--- src/hw/rtl/smmt_pkg.sv ---
// Shared constants, types and the control program of the small matrix engine.
`default_nettype none

package smmt_pkg;

    // Geometry
    localparam int MAX_DIM     = 8;
    localparam int IDX_W       = $clog2(MAX_DIM);
    localparam int DIM_W       = $clog2(MAX_DIM + 1);
    localparam int ADDR_W      = 2 * IDX_W;
    localparam int STORE_DEPTH = 1 << ADDR_W;

    // Field widths
    localparam int VAL_W     = 16;
    localparam int PROD_W    = 2 * VAL_W;
    localparam int RES_W     = 35;
    localparam int RC_W      = 3;
    localparam int CFG_W     = 4;
    localparam int CFG_IDX_W = 2;
    localparam int OP_W      = 2;

    // Configuration register indexes
    localparam logic [CFG_IDX_W-1:0] CFG_OPERATION = 2'd0;
    localparam logic [CFG_IDX_W-1:0] CFG_ROWS      = 2'd1;
    localparam logic [CFG_IDX_W-1:0] CFG_COLS      = 2'd2;

    localparam logic [CFG_W-1:0] DIM_RESET = 4'd8;

    // Operations
    localparam logic [OP_W-1:0] OP_SUB  = 2'd0;
    localparam logic [OP_W-1:0] OP_MUL  = 2'd1;
    localparam logic [OP_W-1:0] OP_TRN  = 2'd2;
    localparam logic [OP_W-1:0] OP_NONE = 2'd3;

    // Program addresses
    localparam int PC_W = 3;
    localparam logic [PC_W-1:0] PC_SUB_RD = 3'd0;
    localparam logic [PC_W-1:0] PC_SUB_EM = 3'd1;
    localparam logic [PC_W-1:0] PC_MUL_RD = 3'd2;
    localparam logic [PC_W-1:0] PC_MUL_MP = 3'd3;
    localparam logic [PC_W-1:0] PC_MUL_AC = 3'd4;
    localparam logic [PC_W-1:0] PC_MUL_EM = 3'd5;
    localparam logic [PC_W-1:0] PC_TRN_RD = 3'd6;
    localparam logic [PC_W-1:0] PC_TRN_EM = 3'd7;

    // A read address select
    localparam logic [1:0] A_IJ = 2'd0;
    localparam logic [1:0] A_IK = 2'd1;
    localparam logic [1:0] A_JI = 2'd2;

    // B read address select
    localparam logic B_IJ = 1'b0;
    localparam logic B_KJ = 1'b1;

    // Accumulator operation
    localparam logic [1:0] ACC_HOLD = 2'd0;
    localparam logic [1:0] ACC_ADD  = 2'd1;
    localparam logic [1:0] ACC_CLR  = 2'd2;

    // Result value select
    localparam logic [1:0] VAL_DIFF = 2'd0;
    localparam logic [1:0] VAL_ACC  = 2'd1;
    localparam logic [1:0] VAL_A    = 2'd2;

    // Jump condition
    localparam logic [1:0] J_NEXT    = 2'd0;
    localparam logic [1:0] J_KMORE   = 2'd1;
    localparam logic [1:0] J_RESMORE = 2'd2;

    typedef struct packed {
        logic [1:0]      a_sel;
        logic            b_sel;
        logic [1:0]      acc_op;
        logic            inc_k;
        logic            emit;
        logic [1:0]      val_sel;
        logic [1:0]      jcond;
        logic [PC_W-1:0] target;
    } t_uword;

    // Control store: one word per program step
    function automatic t_uword uc_rom(input logic [PC_W-1:0] pc);
        t_uword w;
        w = '0;
        unique case (pc)
            PC_SUB_RD: w = '{A_IJ, B_IJ, ACC_HOLD, 1'b0, 1'b0, VAL_DIFF, J_NEXT,    PC_SUB_RD};
            PC_SUB_EM: w = '{A_IJ, B_IJ, ACC_HOLD, 1'b0, 1'b1, VAL_DIFF, J_RESMORE, PC_SUB_RD};
            PC_MUL_RD: w = '{A_IK, B_KJ, ACC_HOLD, 1'b0, 1'b0, VAL_ACC,  J_NEXT,    PC_MUL_RD};
            PC_MUL_MP: w = '{A_IK, B_KJ, ACC_HOLD, 1'b0, 1'b0, VAL_ACC,  J_NEXT,    PC_MUL_RD};
            PC_MUL_AC: w = '{A_IK, B_KJ, ACC_ADD,  1'b1, 1'b0, VAL_ACC,  J_KMORE,   PC_MUL_RD};
            PC_MUL_EM: w = '{A_IK, B_KJ, ACC_CLR,  1'b0, 1'b1, VAL_ACC,  J_RESMORE, PC_MUL_RD};
            PC_TRN_RD: w = '{A_JI, B_IJ, ACC_HOLD, 1'b0, 1'b0, VAL_A,    J_NEXT,    PC_TRN_RD};
            PC_TRN_EM: w = '{A_JI, B_IJ, ACC_HOLD, 1'b0, 1'b1, VAL_A,    J_RESMORE, PC_TRN_RD};
            default:   w = '0;
        endcase
        return w;
    endfunction

endpackage

`default_nettype wire

--- src/hw/rtl/smmt_store.sv ---
// Matrix element store: one write port, one registered read port, zero until written.
`default_nettype none

module smmt_store
    import smmt_pkg::*;
(
    input  wire logic                    i_clk,
    input  wire logic                    i_rst_n,
    input  wire logic                    i_wr_en,
    input  wire logic [ADDR_W-1:0]       i_wr_addr,
    input  wire logic [VAL_W-1:0]        i_wr_data,
    input  wire logic [ADDR_W-1:0]       i_rd_addr,
    output      logic signed [VAL_W-1:0] o_rd_data
);

    logic [VAL_W-1:0]       r_mem [STORE_DEPTH];
    logic [STORE_DEPTH-1:0] r_vld;
    logic [VAL_W-1:0]       r_rd_data;
    logic                   r_rd_vld;

    always_ff @(posedge i_clk) begin
        if (i_wr_en) begin
            r_mem[i_wr_addr] <= i_wr_data;
        end
        r_rd_data <= r_mem[i_rd_addr];
    end

    // Entry valid bits stand in for clearing the array at reset
    always_ff @(posedge i_clk) begin
        if (!i_rst_n) begin
            r_vld    <= '0;
            r_rd_vld <= 1'b0;
        end else begin
            if (i_wr_en) begin
                r_vld[i_wr_addr] <= 1'b1;
            end
            r_rd_vld <= r_vld[i_rd_addr];
        end
    end

    assign o_rd_data = r_rd_vld ? $signed(r_rd_data) : '0;

endmodule

`default_nettype wire

--- config.mk ---
export PLATFORM = sky130hd
export DESIGN_NAME = smmt_store
export DESIGN_NICKNAME = d
export VERILOG_FILES = /design/src/hw/rtl/smmt_pkg.sv /design/src/hw/rtl/smmt_store.sv
export SDC_FILE = /design/constraint.sdc
export NUM_CORES = 1
export LEC_CHECK = 0
export ABC_CLOCK_PERIOD_IN_PS = 3500
export BUFFER_PORTS_ARGS = -buffer_cell sky130_fd_sc_hd__buf_2
export CAP_MARGIN = 20
export CORE_UTILIZATION = 50
export DETAILED_ROUTE_END_ITERATION = 7
export GPL_TIMING_DRIVEN = 0
export PLACE_DENSITY = 0.65
export RECOVER_POWER = 25
export SLEW_MARGIN = 20
export SYNTH_ARGS = -nofsm -noshare
export SYNTH_HDL_FRONTEND = slang
export SYNTH_SLANG_ARGS = --single-unit
--- constraint.sdc ---
create_clock -name i_clk -period 3.5 [get_ports i_clk]
set_input_delay 0.7 -clock i_clk [delete_from_list [all_inputs] [get_ports i_clk]]
set_output_delay 0.7 -clock i_clk [all_outputs]
set_load 0.02 [all_outputs]
==> flow_summary.yaml <==
synthesis:
  synth_top_family_by_area: "multiplexers"
  syn_inst: 1930
  yosys.area_share.simple_pct: 2.332
  synthXorXnorAreaFrac_pct: 0
  synth_compound_area_share_pct: 3.556
  synth_area_sq_mm: 0.04201
  syn_avg_cell_area_sq_um: 21.77
  ys_seq_area_share_pct: 77.05
  syn_nets: 1961
  postSynthRegisterBits: 1105
  yosysUniqueCellTypes: 38
  synth.area.mux_share_pct: 15.63
  yosysWarningCount: 0
  synthAdderAreaFrac_pct: 0
hold_path:
  min-delay-start: "r_vld[34]"
  holdPathEnd: "r_vld[34]"
  holdPathStages: 1
  hold_class: "reg2reg"
critical_path:
  criticalPathCategory: "in2reg"
  crit_required_ns: 4.11
  endpoint_kind: "register"
  reg2reg_from: "r_mem[35][13]"
  cp.arrival_ns: 4.17
  worstPathMaxFanout: 10
  ff2ff_path_depth: 5
  r2r_setup_slack_ns: 1.20
  startpoint_type: "primary input"
  timing.rr.end: "r_rd_data[13]"
pwr:
  p_per_area_mw_per_mm2: 582.7
  leakage_nw: 15.14
  p_total_mw: 28.03
  ir_drop_mv: 0.4727
cells_and_area:
  areaGrowthSynthToFinish_pct: 14.49
  stdcell_area_sq_mm: 0.04810
  final_cell_mix: "edfxtp_1 (1,024), mux4_2 (278), clkbuf_16 (110)"
  nets: 2148
  final_common_cell: "edfxtp_1"
  num-fill-cells: 5892
  layout-drive-gt1-share_pct: 28.63
  final_util_pct: 58.20
timing:
  final.min_clock_period_ns: 3.555
  rsz0062_at_grt: "false"
  setup_viol: 4
  timing.final.crit_share_pct: 101.6
  fin_ws_ns: -0.05452
  finalClockSkew_ns: 0.01554
  hold_viol_final: 0
  fmaxAchievable_mhz: 281.3
  slew_headroom_pct: -115.1
  slew_violations: 714
  worst_pin_slew_ns: 3.226
clock_network:
  cts_hold_buf: 0
  cts_made_buffers: 109
  numClockSinks: 1105
  clock_latency_ns: 0.67
  cts_resized: 0
  cts.clk_slew.worst_paths_ns: 0.06
  cts_tree: "done"
  htreeDepth: 3
  cts_setup_buffers: 0
  cts_root_buf: "clkbuf_16"
  clockBufferDepth: 3
grt:
  grt_antenna_before_repair: 5
  track_usage_pct: 25.59
  overflow: 0
  grt_pass1_vias: 21050
  grt_pass1_wl_microns: 152500
  grt_max_degree: 65
placement:
  place_area_sq_mm: 0.04440
  routabilityCongestion: 0.9337
  portBuffers: 40
  hpwlAfterDp_microns: 68310
detailed_routing:
  ant_nets: 0
  drt-pass1-iter-count: 7
  first_iter_violations: 2702
  post_drt_wl_per_cell_microns: 32.79
  num_vias: 21100
  wirelength_microns: 107600
  via_per_inst: 6.427
  drc: 0
floorplanning:
  die_width_microns: 291.9
  die_h_microns: 291.9
  num_io_pins: 47
  initial_core_util_pct: 50.84
  rows: 105
  dieArea_sq_mm: 0.08519
  core_region_area_sq_mm: 0.08264
status:
  status: "finished with violations"
  violations: "max-capacitance violations, max-slew violations, negative setup slack"
run:
  cap_violations: 11
## cell type report
cell class | count | area, sq um | share of cell area (%)
clock buffer | 133 | 2909 | 6.048
sequential | 1105 | 32370 | 67.30
clock inverter | 72 | 804.5 | 1.673
tap | 1070 | 1339 | 2.783
multi-input combinational | 712 | 9384 | 19.51
buffer | 113 | 603.1 | 1.254
timing repair buffer | 76 | 681.9 | 1.418
antenna | 2 | 5.005 | 0.01041
## cells in the mapped netlist
library cell  number  share of area, %
nor2b_1           16              0.24
a2111oi_0          2             0.042
nor2_1            80              0.71
o31ai_1            8              0.14
buf_2             18              0.21
nand3_1           13              0.15
clkbuf_1          59              0.53
a2111o_1           4              0.11
o21a_1            64               1.1
nand3b_1           5             0.089
o2111ai_1          1             0.021
and2_1            20              0.30
buf_12             1             0.048
or3b_1             1             0.021
o22ai_1           29              0.43
or3_1              3             0.045
edfxtp_1        1024                73
buf_4             18              0.32
nand2_1           42              0.38
dfxtp_1           81               3.9
a21oi_1            1             0.012
mux4_2           278                15
buf_8              1             0.036
buf_1              8             0.071
nand2b_1           8              0.12
a221o_1           12              0.29
nor4_1             2             0.030
o21ai_0            4             0.048
mux2i_1           27              0.64
mux2_2             3             0.080
a211oi_1          16              0.29
buf_6              8              0.21
or3b_2             4             0.083
o221ai_1           8              0.17
nor3_1            12              0.14
o22a_1             4             0.083
a22oi_1           44              0.79
nand4b_1           1             0.021
## state kept, by name, indices dropped and copies added (netlist names)
register,flops
r_vld,64
r_mem,1024
r_rd_vld,1
r_rd_data,16
## metrics by stage
stage / setup slack [ns] / hold WS (ns) / TNS [ns] / cells
3_3_place_gp: -1.103 / 0.4401 / -194.36 / 3040
3_5_place_dp: -0.6192 / 0.4506 / -7.488 / 3076
4_1_cts: 0.09570 / 0.4651 / 0 / 3281
2_1_floorplan: 0.7275 / 0.4352 / 0 / 1930
5_1_grt: 0.002561 / 0.4728 / 0 / 3281
6_report: -0.05452 / 0.4650 / -0.1182 / 3283
## metal layers
layer  GRT usage (%)  up-vias  wire [microns]
met5               0        -              47
met4           8.306        8            3709
met3           4.818      228            8992
met2           41.95     1109           52970
met1           34.92    11220           41910
li1                -     8535               -
## where the power goes
part	switching (mW)	leakage, nW	internal [mW]	total [mW]
clock	4.98	1.81	7.04	12.0
combinational	0.948	3.46	0.480	1.43
sequential	0.0271	9.87	14.6	14.6
## critical path, cell delays in order
cell and delay (ns):
buf_4 0.24, buf_4 0.27, buf_2 0.48, clkbuf_1 0.82, mux2i_1 0.33, a211oi_1 1.05
a221o_1 0.23
## worst max-delay path by stage
stage	startpoint	to	slack, ns
floorplan	i_wr_en	r_mem[40][0]	0.73
global placement	i_wr_addr[1]	r_mem[40][3]	-1.10
detailed placement	i_rd_addr[2]	r_rd_data[4]	-0.62
CTS	i_rd_addr[2]	r_rd_data[4]	0.1
global route	i_rd_addr[1]	r_rd_data[1]	0.003
finish	i_rd_addr[2]	r_rd_data[4]	-0.05
## cell families after synthesis
kind of cell / after synthesis
AO/OA/AOI/OAI: 197
buffers and inverters: 113
flip-flops: 1105
multiplexers: 308
AND/OR/NAND/NOR: 207
Power figures use the tool's default switching activity.
